<file path="config.mk">
export PLATFORM = sky130hd
export DESIGN_NAME = grc_ctrl
export DESIGN_NICKNAME = d
export VERILOG_FILES = /design/src/hdl/grc_pkg.sv /design/src/hdl/grc_ctrl.sv
export SDC_FILE = /design/constraint.sdc
export NUM_CORES = 1
export LEC_CHECK = 0
export ABC_AREA = 1
export BUFFER_PORTS_ARGS = -buffer_cell sky130_fd_sc_hd__buf_2
export CAP_MARGIN = 20
export CELL_PAD_IN_SITES_DETAIL_PLACEMENT = 1
export CELL_PAD_IN_SITES_GLOBAL_PLACEMENT = 1
export CORE_MARGIN = 4
export CORE_UTILIZATION = 26
export DETAILED_ROUTE_END_ITERATION = 8
export PLACE_DENSITY = 0.87
export SLEW_MARGIN = 20
export SYNTH_ARGS = -nofsm -noshare
export SYNTH_HDL_FRONTEND = slang
export SYNTH_SLANG_ARGS = --single-unit
</file>
<file path="constraint.sdc">
create_clock -name clk -period 2 [get_ports clk]
set_clock_uncertainty 0.2 [all_clocks]
set_input_delay 0.3 -clock clk [delete_from_list [all_inputs] [get_ports clk]]
set_output_delay 0.3 -clock clk [all_outputs]
set_load 0.1 [all_outputs]
</file>
<file path="src/hdl/grc_pkg.sv">
// Shared types, constants and helpers for the grid ray-cast column engine.
// No dependencies; imported by every other file of the block.
package grc_pkg;

  localparam int MAP_SIDE_W  = 7;
  localparam int CELL_ADDR_W = 12;
  localparam int CELL_W      = 4;
  localparam int STEP_W      = 10;
  localparam int POS_W       = 25;
  localparam int NUM_W       = 31;
  localparam int DEN_W       = 26;

  localparam logic [MAP_SIDE_W-1:0]  MAP_MAX_SIDE  = 7'd64;
  localparam logic [CELL_ADDR_W-1:0] CELL_LAST     = 12'd4095;
  localparam logic [STEP_W-1:0]      MAX_STEPS     = 10'd640;
  localparam logic [8:0]             SCREEN_ROWS   = 9'd272;
  // fov*4096/45 == (fov*HALF_RECIP) >> 14, col*fov*256/675 == (col*fov*COLS_RECIP) >> 27
  localparam logic [20:0]            HALF_RECIP    = 21'd1491309;
  localparam logic [25:0]            COLS_RECIP    = 26'd50903317;
  localparam logic [NUM_W-1:0]       HEIGHT_NUM    = 31'd1140850688;
  localparam logic signed [28:0]     NEAR_LIMIT    = 29'sd4194304;
  localparam logic [15:0]            QUARTER_TURN  = 16'd16384;
  localparam logic [16:0]            POLY_A        = 17'd102944;
  localparam logic [16:0]            POLY_B        = 17'd42048;
  localparam logic [16:0]            POLY_C        = 17'd4640;

  localparam logic [1:0] REG_MAP_WIDTH  = 2'd0;
  localparam logic [1:0] REG_MAP_HEIGHT = 2'd1;
  localparam logic [1:0] REG_FOV        = 2'd2;

  localparam logic OP_WRITE = 1'b0;
  localparam logic OP_CAST  = 1'b1;

  typedef enum logic [4:0] {
    ST_CLEAR, ST_IDLE, ST_HALF, ST_COLS, ST_COS, ST_COS_W,
    ST_SIN, ST_SIN_W, ST_MARCH, ST_CORR, ST_CORR_W, ST_DMUL, ST_DCHK, ST_HDIV_W,
    ST_DONE
  } state_t;

  typedef enum logic [1:0] {SIN_COS, SIN_SIN, SIN_CORR} sin_sel_t;

  typedef struct packed {
    logic     clr_en;
    logic     cell_we;
    logic     cap;
    logic     div_start;
    logic     sin_start;
    sin_sel_t sin_sel;
    logic     lat_half;
    logic     lat_ray;
    logic     lat_dx;
    logic     lat_dy;
    logic     march_en;
    logic     lat_cosd;
    logic     lat_d;
    logic     hgt_zero;
    logic     hgt_full;
    logic     hgt_div;
    logic     load_out;
  } ctrl_cmd_t;

  typedef struct packed {
    logic clr_last;
    logic div_done;
    logic sin_done;
    logic march_done;
    logic march_hit;
    logic d_small;
  } dp_status_t;

  function automatic logic [23:0] palette(input logic [CELL_W-1:0] code);
    logic [23:0] c;
    case (code)
      4'd1:    c = 24'hffffff;
      4'd2:    c = 24'h7acbf5;
      4'd3:    c = 24'heaacb8;
      4'd4:    c = 24'h0000ff;
      4'd5:    c = 24'hff00ff;
      default: c = 24'h000000;
    endcase
    return c;
  endfunction

endpackage

</file>
<file path="src/hdl/grc_ctrl.sv">
// Controller state machine sequencing clear, setup, march and height steps.
// Depends on grc_pkg for state, command and status types.
module grc_ctrl (
  input  logic                clk,
  input  logic                rst_n,
  input  logic                in_valid,
  input  logic                in_operation,
  output logic                in_ready,
  input  logic                out_ready,
  output logic                out_valid,
  input  grc_pkg::dp_status_t status,
  output grc_pkg::ctrl_cmd_t  cmd
);
  import grc_pkg::*;

  state_t state_r, state_nxt;
  logic   out_valid_r, out_valid_nxt;
  logic   accept;

  assign in_ready = (state_r == ST_IDLE);
  assign accept   = in_valid && in_ready;

  always_comb begin
    state_nxt = state_r;
    case (state_r)
      ST_CLEAR:  if (status.clr_last) state_nxt = ST_IDLE;
      ST_IDLE:   if (accept && in_operation == OP_CAST) state_nxt = ST_HALF;
      ST_HALF:   state_nxt = ST_COLS;
      ST_COLS:   state_nxt = ST_COS;
      ST_COS:    state_nxt = ST_COS_W;
      ST_COS_W:  if (status.sin_done) state_nxt = ST_SIN;
      ST_SIN:    state_nxt = ST_SIN_W;
      ST_SIN_W:  if (status.sin_done) state_nxt = ST_MARCH;
      ST_MARCH: begin
        if (status.march_done) state_nxt = status.march_hit ? ST_CORR : ST_DONE;
      end
      ST_CORR:   state_nxt = ST_CORR_W;
      ST_CORR_W: if (status.sin_done) state_nxt = ST_DMUL;
      ST_DMUL:   state_nxt = ST_DCHK;
      ST_DCHK:   state_nxt = status.d_small ? ST_DONE : ST_HDIV_W;
      ST_HDIV_W: if (status.div_done) state_nxt = ST_DONE;
      ST_DONE:   if (!out_valid_r || out_ready) state_nxt = ST_IDLE;
      default:   state_nxt = ST_IDLE;
    endcase
  end

  always_comb begin
    cmd           = '0;
    cmd.sin_sel   = SIN_COS;
    out_valid_nxt = out_valid_r && !out_ready;
    case (state_r)
      ST_CLEAR: cmd.clr_en = 1'b1;
      ST_IDLE: begin
        cmd.cell_we = accept && (in_operation == OP_WRITE);
        cmd.cap     = accept && (in_operation == OP_CAST);
      end
      ST_HALF:   cmd.lat_half = 1'b1;
      ST_COLS:   cmd.lat_ray = 1'b1;
      ST_COS:    cmd.sin_start = 1'b1;
      ST_COS_W:  cmd.lat_dx = status.sin_done;
      ST_SIN: begin
        cmd.sin_sel   = SIN_SIN;
        cmd.sin_start = 1'b1;
      end
      ST_SIN_W: cmd.lat_dy = status.sin_done;
      ST_MARCH: begin
        cmd.march_en = 1'b1;
        cmd.hgt_zero = status.march_done && !status.march_hit;
      end
      ST_CORR: begin
        cmd.sin_sel   = SIN_CORR;
        cmd.sin_start = 1'b1;
      end
      ST_CORR_W: cmd.lat_cosd = status.sin_done;
      ST_DMUL:   cmd.lat_d = 1'b1;
      ST_DCHK: begin
        cmd.hgt_full  = status.d_small;
        cmd.div_start = !status.d_small;
      end
      ST_HDIV_W: cmd.hgt_div = status.div_done;
      ST_DONE: begin
        if (!out_valid_r || out_ready) begin
          cmd.load_out  = 1'b1;
          out_valid_nxt = 1'b1;
        end
      end
      default: ;
    endcase
  end

  always_ff @(posedge clk) begin
    if (!rst_n) begin
      state_r     <= ST_CLEAR;
      out_valid_r <= 1'b0;
    end else begin
      state_r     <= state_nxt;
      out_valid_r <= out_valid_nxt;
    end
  end

  assign out_valid = out_valid_r;
endmodule

</file>
==> Word-level counts from Yosys, hierarchy flattened <==
Cells that the tools add are included.
{ "op_classes": {"eq_ne": 22, "muxes": 30, "bitwise": 1, "reduce_logical": 13} }
{ "op_table": {"columns": ["cell", "n"], "rows": [
  ["5-bit one-hot mux with 15 select lines", 1],
  ["5-bit 2-to-1 mux", 8],
  ["5-bit by 4-bit equality test with 1-bit output, second input constant", 7],
  ["5-bit by 3-bit equality test with 1-bit output, second input constant", 4],
  ["1-bit 2-to-1 mux", 17],
  ["2-bit inequality test, second input constant", 7],
  ["5-bit by 2-bit equality test with 1-bit output, second input constant", 2],
  ["8-bit AND reduction", 1],
  ["5-bit by 1-bit equality test with 1-bit output, second input constant", 1],
  ["1-bit logical AND", 5],
  ["5-bit zero test", 1],
  ["1-bit zero test", 4],
  ["2-bit 2-to-1 mux", 2],
  ["2-bit one-hot mux with 2 select lines", 1],
  ["3-bit 2-to-1 mux", 1],
  ["3-bit OR reduction", 1],
  ["2-bit by 1-bit inequality test with 1-bit output, second input constant", 1],
  ["1-bit logical OR", 1],
  ["1-bit inverter", 1]
]} }
{ "word_totals": {"register_bits": 6, "input_bits": 11, "elab_cells": 68} }

==> Logic depth before layout (Yosys ltp) <==
{ "depth": {"ltp_word": 5, "depth_mapped": 9, "depth_no_buf": 9} }

==> Worst setup path after synthesis <==
OpenSTA, ideal clock, no wires.
{ "synth_path": {"path_kind": "reg-to-output", "start": "register state_r[0]", "end": "output cmd[15] in the netlist's numbering", "t_arrival_ps": 2897, "required_ps": 1500, "setup_slack_ps": -1397, "stages_incl_launch_ff": 5, "path_buffers": 0, "cell_sequence": "dfxtp_1 > nand2_2 > nor2_2 > nand2_1 > nor2_1"} }
{ "synth_lines": {"columns": ["item", "line", "rtl"], "rows": [
  ["from (decl)", "grc_ctrl.sv:16", "state_t state_r, state_nxt;"],
  ["from (signal assigned)", "grc_ctrl.sv:96", "state_r <= state_nxt;"],
  ["to (decl)", "grc_ctrl.sv:12", "output grc_pkg::ctrl_cmd_t cmd"]
]} }

==> summary.md <==
| Metric | Value |
|---|---|
| Total via count after detailed routing | 900 |
| Count of nets after finishing | 168 |
| Req. time, crit path | 1500 ps |
| Most common library cell in the layout ignoring fill and taps | sky130_fd_sc_hd__nand2_1 |
| Area fraction of the dominant cell type after synthesis | 0.189 |
| Part of the Yosys area used for sequential elements | 0.168 |
| Final Cycle Share | 0.986 |
| Actual transition at the worst max-transition pin | 486 ps |
| H-Tree Depth | 1 |
| Remaining DRCs | 0 |
| Type of destination of the critical path | primary output |
| Number of warnings printed during yosys synthesis | 0 |
| Largest fanout of any net on the critical path | 5 |
| Cell taking the most area after synthesis | sky130_fd_sc_hd__nand2_1 |
| Setup CP Type | reg -> out |
| Layout cells sized above 1 | 0.462 |
| Clk sinks | 5 |
| Overflow left after global routing | 0 |
| Static leakage power | 0.000635 uW |
| Wire length per cell | 14.2 um |
| I/O pin cnt | 31 |
| Vias in the first global route | 971 |
| Post-Route WL | 2620 um |
| Post-synthesis net count | 129 |
| Clock insertion delay at the later pin of the skew report | 260 ps |
| Worst-case clock buffer depth | 2 |
| Global-route wire length before repair | 4330 um |
| Classification of the worst-slack hold path | in -> reg |
| Number of antenna violations at the first check in global routing | 0 |
| Top library cells by usage in the layout, fill and taps aside | sky130_fd_sc_hd__nand2_1 (28), sky130_fd_sc_hd__nor2_1 (18), sky130_fd_sc_hd__inv_1 (16), sky130_fd_sc_hd__nand3_1 (16) |
| Core area | 2190 um^2 |
| Standard-cell row count | 17 |
| Unrepaired setup endpoints after global routing | yes |
| Count of buffers from port buffering | 30 |
| Detail Route Antenna Nets | 0 |
| Post-route worst hold slack | 106 ps |
| Reg clk slew, reported paths | 50 ps |
| Combined area of all synthesized cells | 596 um^2 |
| Die outline width | 55.9 um |
| Starting utilization of the core area | 0.272 |
| Total negative setup slack | 0 ps |
| Vertical die dimension | 55.9 um |
| First-iteration detailed-routing DRC count | 11 |
| Distinct cell type count after synthesis | 16 |
| Hpwl dp | 2140 um |
| CTS buffer count | 3 |
| FMAX | 0.507 GHz |
| Maximum Capacitance Violations | 0 |
| CP Launch Type | register |
| Arrival time at the worst endpoint | 1470 ps |
| Shortest clock period the worst path allows after layout | 1970 ps |
| Max rail drop VDD | 1030 uV |
| Overall track demand over capacity in global routing | 0.173 |
| Post-layout total power | 1820 uW |
| Synthesis-stage register bit count | 5 |
| Run status | complete, no violations |
| Cell Pwr Density | 1510 nW/um^2 |
| Number of detailed-route iterations in the first pass | 4 |
| Number of vias per cell | 4.89 |
| Clk root buf | sky130_fd_sc_hd__clkbuf_4 |
| Post-Synthesis Cells | 118 |
| Cell types with the largest area share after synthesis | sky130_fd_sc_hd__nand2_1 (19%), sky130_fd_sc_hd__dfxtp_1 (17%), sky130_fd_sc_hd__nor2_1 (16%) |
| Post-Synthesis Mean Instance Area | 5.05 um^2 |
| Pin count of the biggest net entering global routing | 10 |
| Worst rel slew slack | 0.678 |
| Area growth from synthesis to layout | 103% |
| Max-slew violation count | 0 |
| # diodes | 0 |
| Setup-failing EPs final | 0 |
| GP Congestion | 0.853 |
| Final hold viol count | 0 |
| Die footprint | 3120 um^2 |
| Clock tree from TritonCTS | done |
## layer usage
metal | up-vias | GRT usage | routed length (um)
li1 | 440 | - | -
met2 | 23 | 0.336 | 1450
met5 | - | 0 | 0
met4 | 0 | 0.0508 | 38
met3 | 6 | 0.0232 | 130
met1 | 431 | 0.191 | 994
## cell usage after synthesis, drive strengths merged
| cell | n |
|---|---|
| nand2 | 32 |
| nor3 | 4 |
| inv | 22 |
| o21ai | 2 |
| nor2 | 33 |
| and3 | 1 |
| nand4 | 1 |
| nand3b | 1 |
| o21a | 1 |
| dfxtp | 5 |
| nand3 | 16 |
## per-stage QoR
step	std cells	cell area [um^2]	utilization	setup slack (ps)
6_report	184	1210	0.551	28.6
5_1_grt	184	1210	0.551	-37.5
4_1_cts	181	1160	0.531	16.7
3_5_place_dp	177	1120	0.513	230
3_3_place_gp	177	1120	0.513	293
2_1_floorplan	118	722	-	-314
## logic make-up (layout without fill, tap and decap cells)
family	Yosys count	count (layout)	share of synthesized area
simple gates	88	88	0.658
buf+inv	22	60	0.139
flops	5	5	0.168
compound gates	3	3	0.0357
## worst max-delay path: stages (launching register included)
cell and delay, ps:
sky130_fd_sc_hd__dfxtp_4 380, sky130_fd_sc_hd__inv_4 60, sky130_fd_sc_hd__nor2_4 180, sky130_fd_sc_hd__clkinvlp_4 210
sky130_fd_sc_hd__o21ai_4 190, sky130_fd_sc_hd__buf_12 190
## registers in the layout, summed over array words and instances (netlist names)
register	count
state_r	4
out_valid	1
## path summary, 6_finish.rpt
path         depth (start not counted)    endpoint  slack (ps)       start
max                                  5     cmd[13]          30  state_r[3]
min                                  3  state_r[0]         110       rst_n
max reg2reg                          8  state_r[3]         300  state_r[3]
min reg2reg                          2  state_r[1]         360  state_r[1]
## layout make-up
type | instances | area, um^2
flip-flops and latches | 5 | 114
clock buffers | 4 | 26.3
multi-input cells | 91 | 543
repair buffers | 34 | 399
inverters | 22 | 88.8
fillers | 288 | 985
well taps | 28 | 35.0
## power by group
group	switching [uW]	internal, uW	total [uW]
sequential	72.3	146	219
clock	52.6	76.1	129
combinational	1040	439	1480
## repair_timing
item                       4_1_cts  5_1_grt
setup endpoints to repair        5        6
setup buffers                    0        3
pin swaps                        0        2
hold buffers                     0        0
gates resized for setup          3        7
Note: power is estimated with default switching activity, not from simulation.
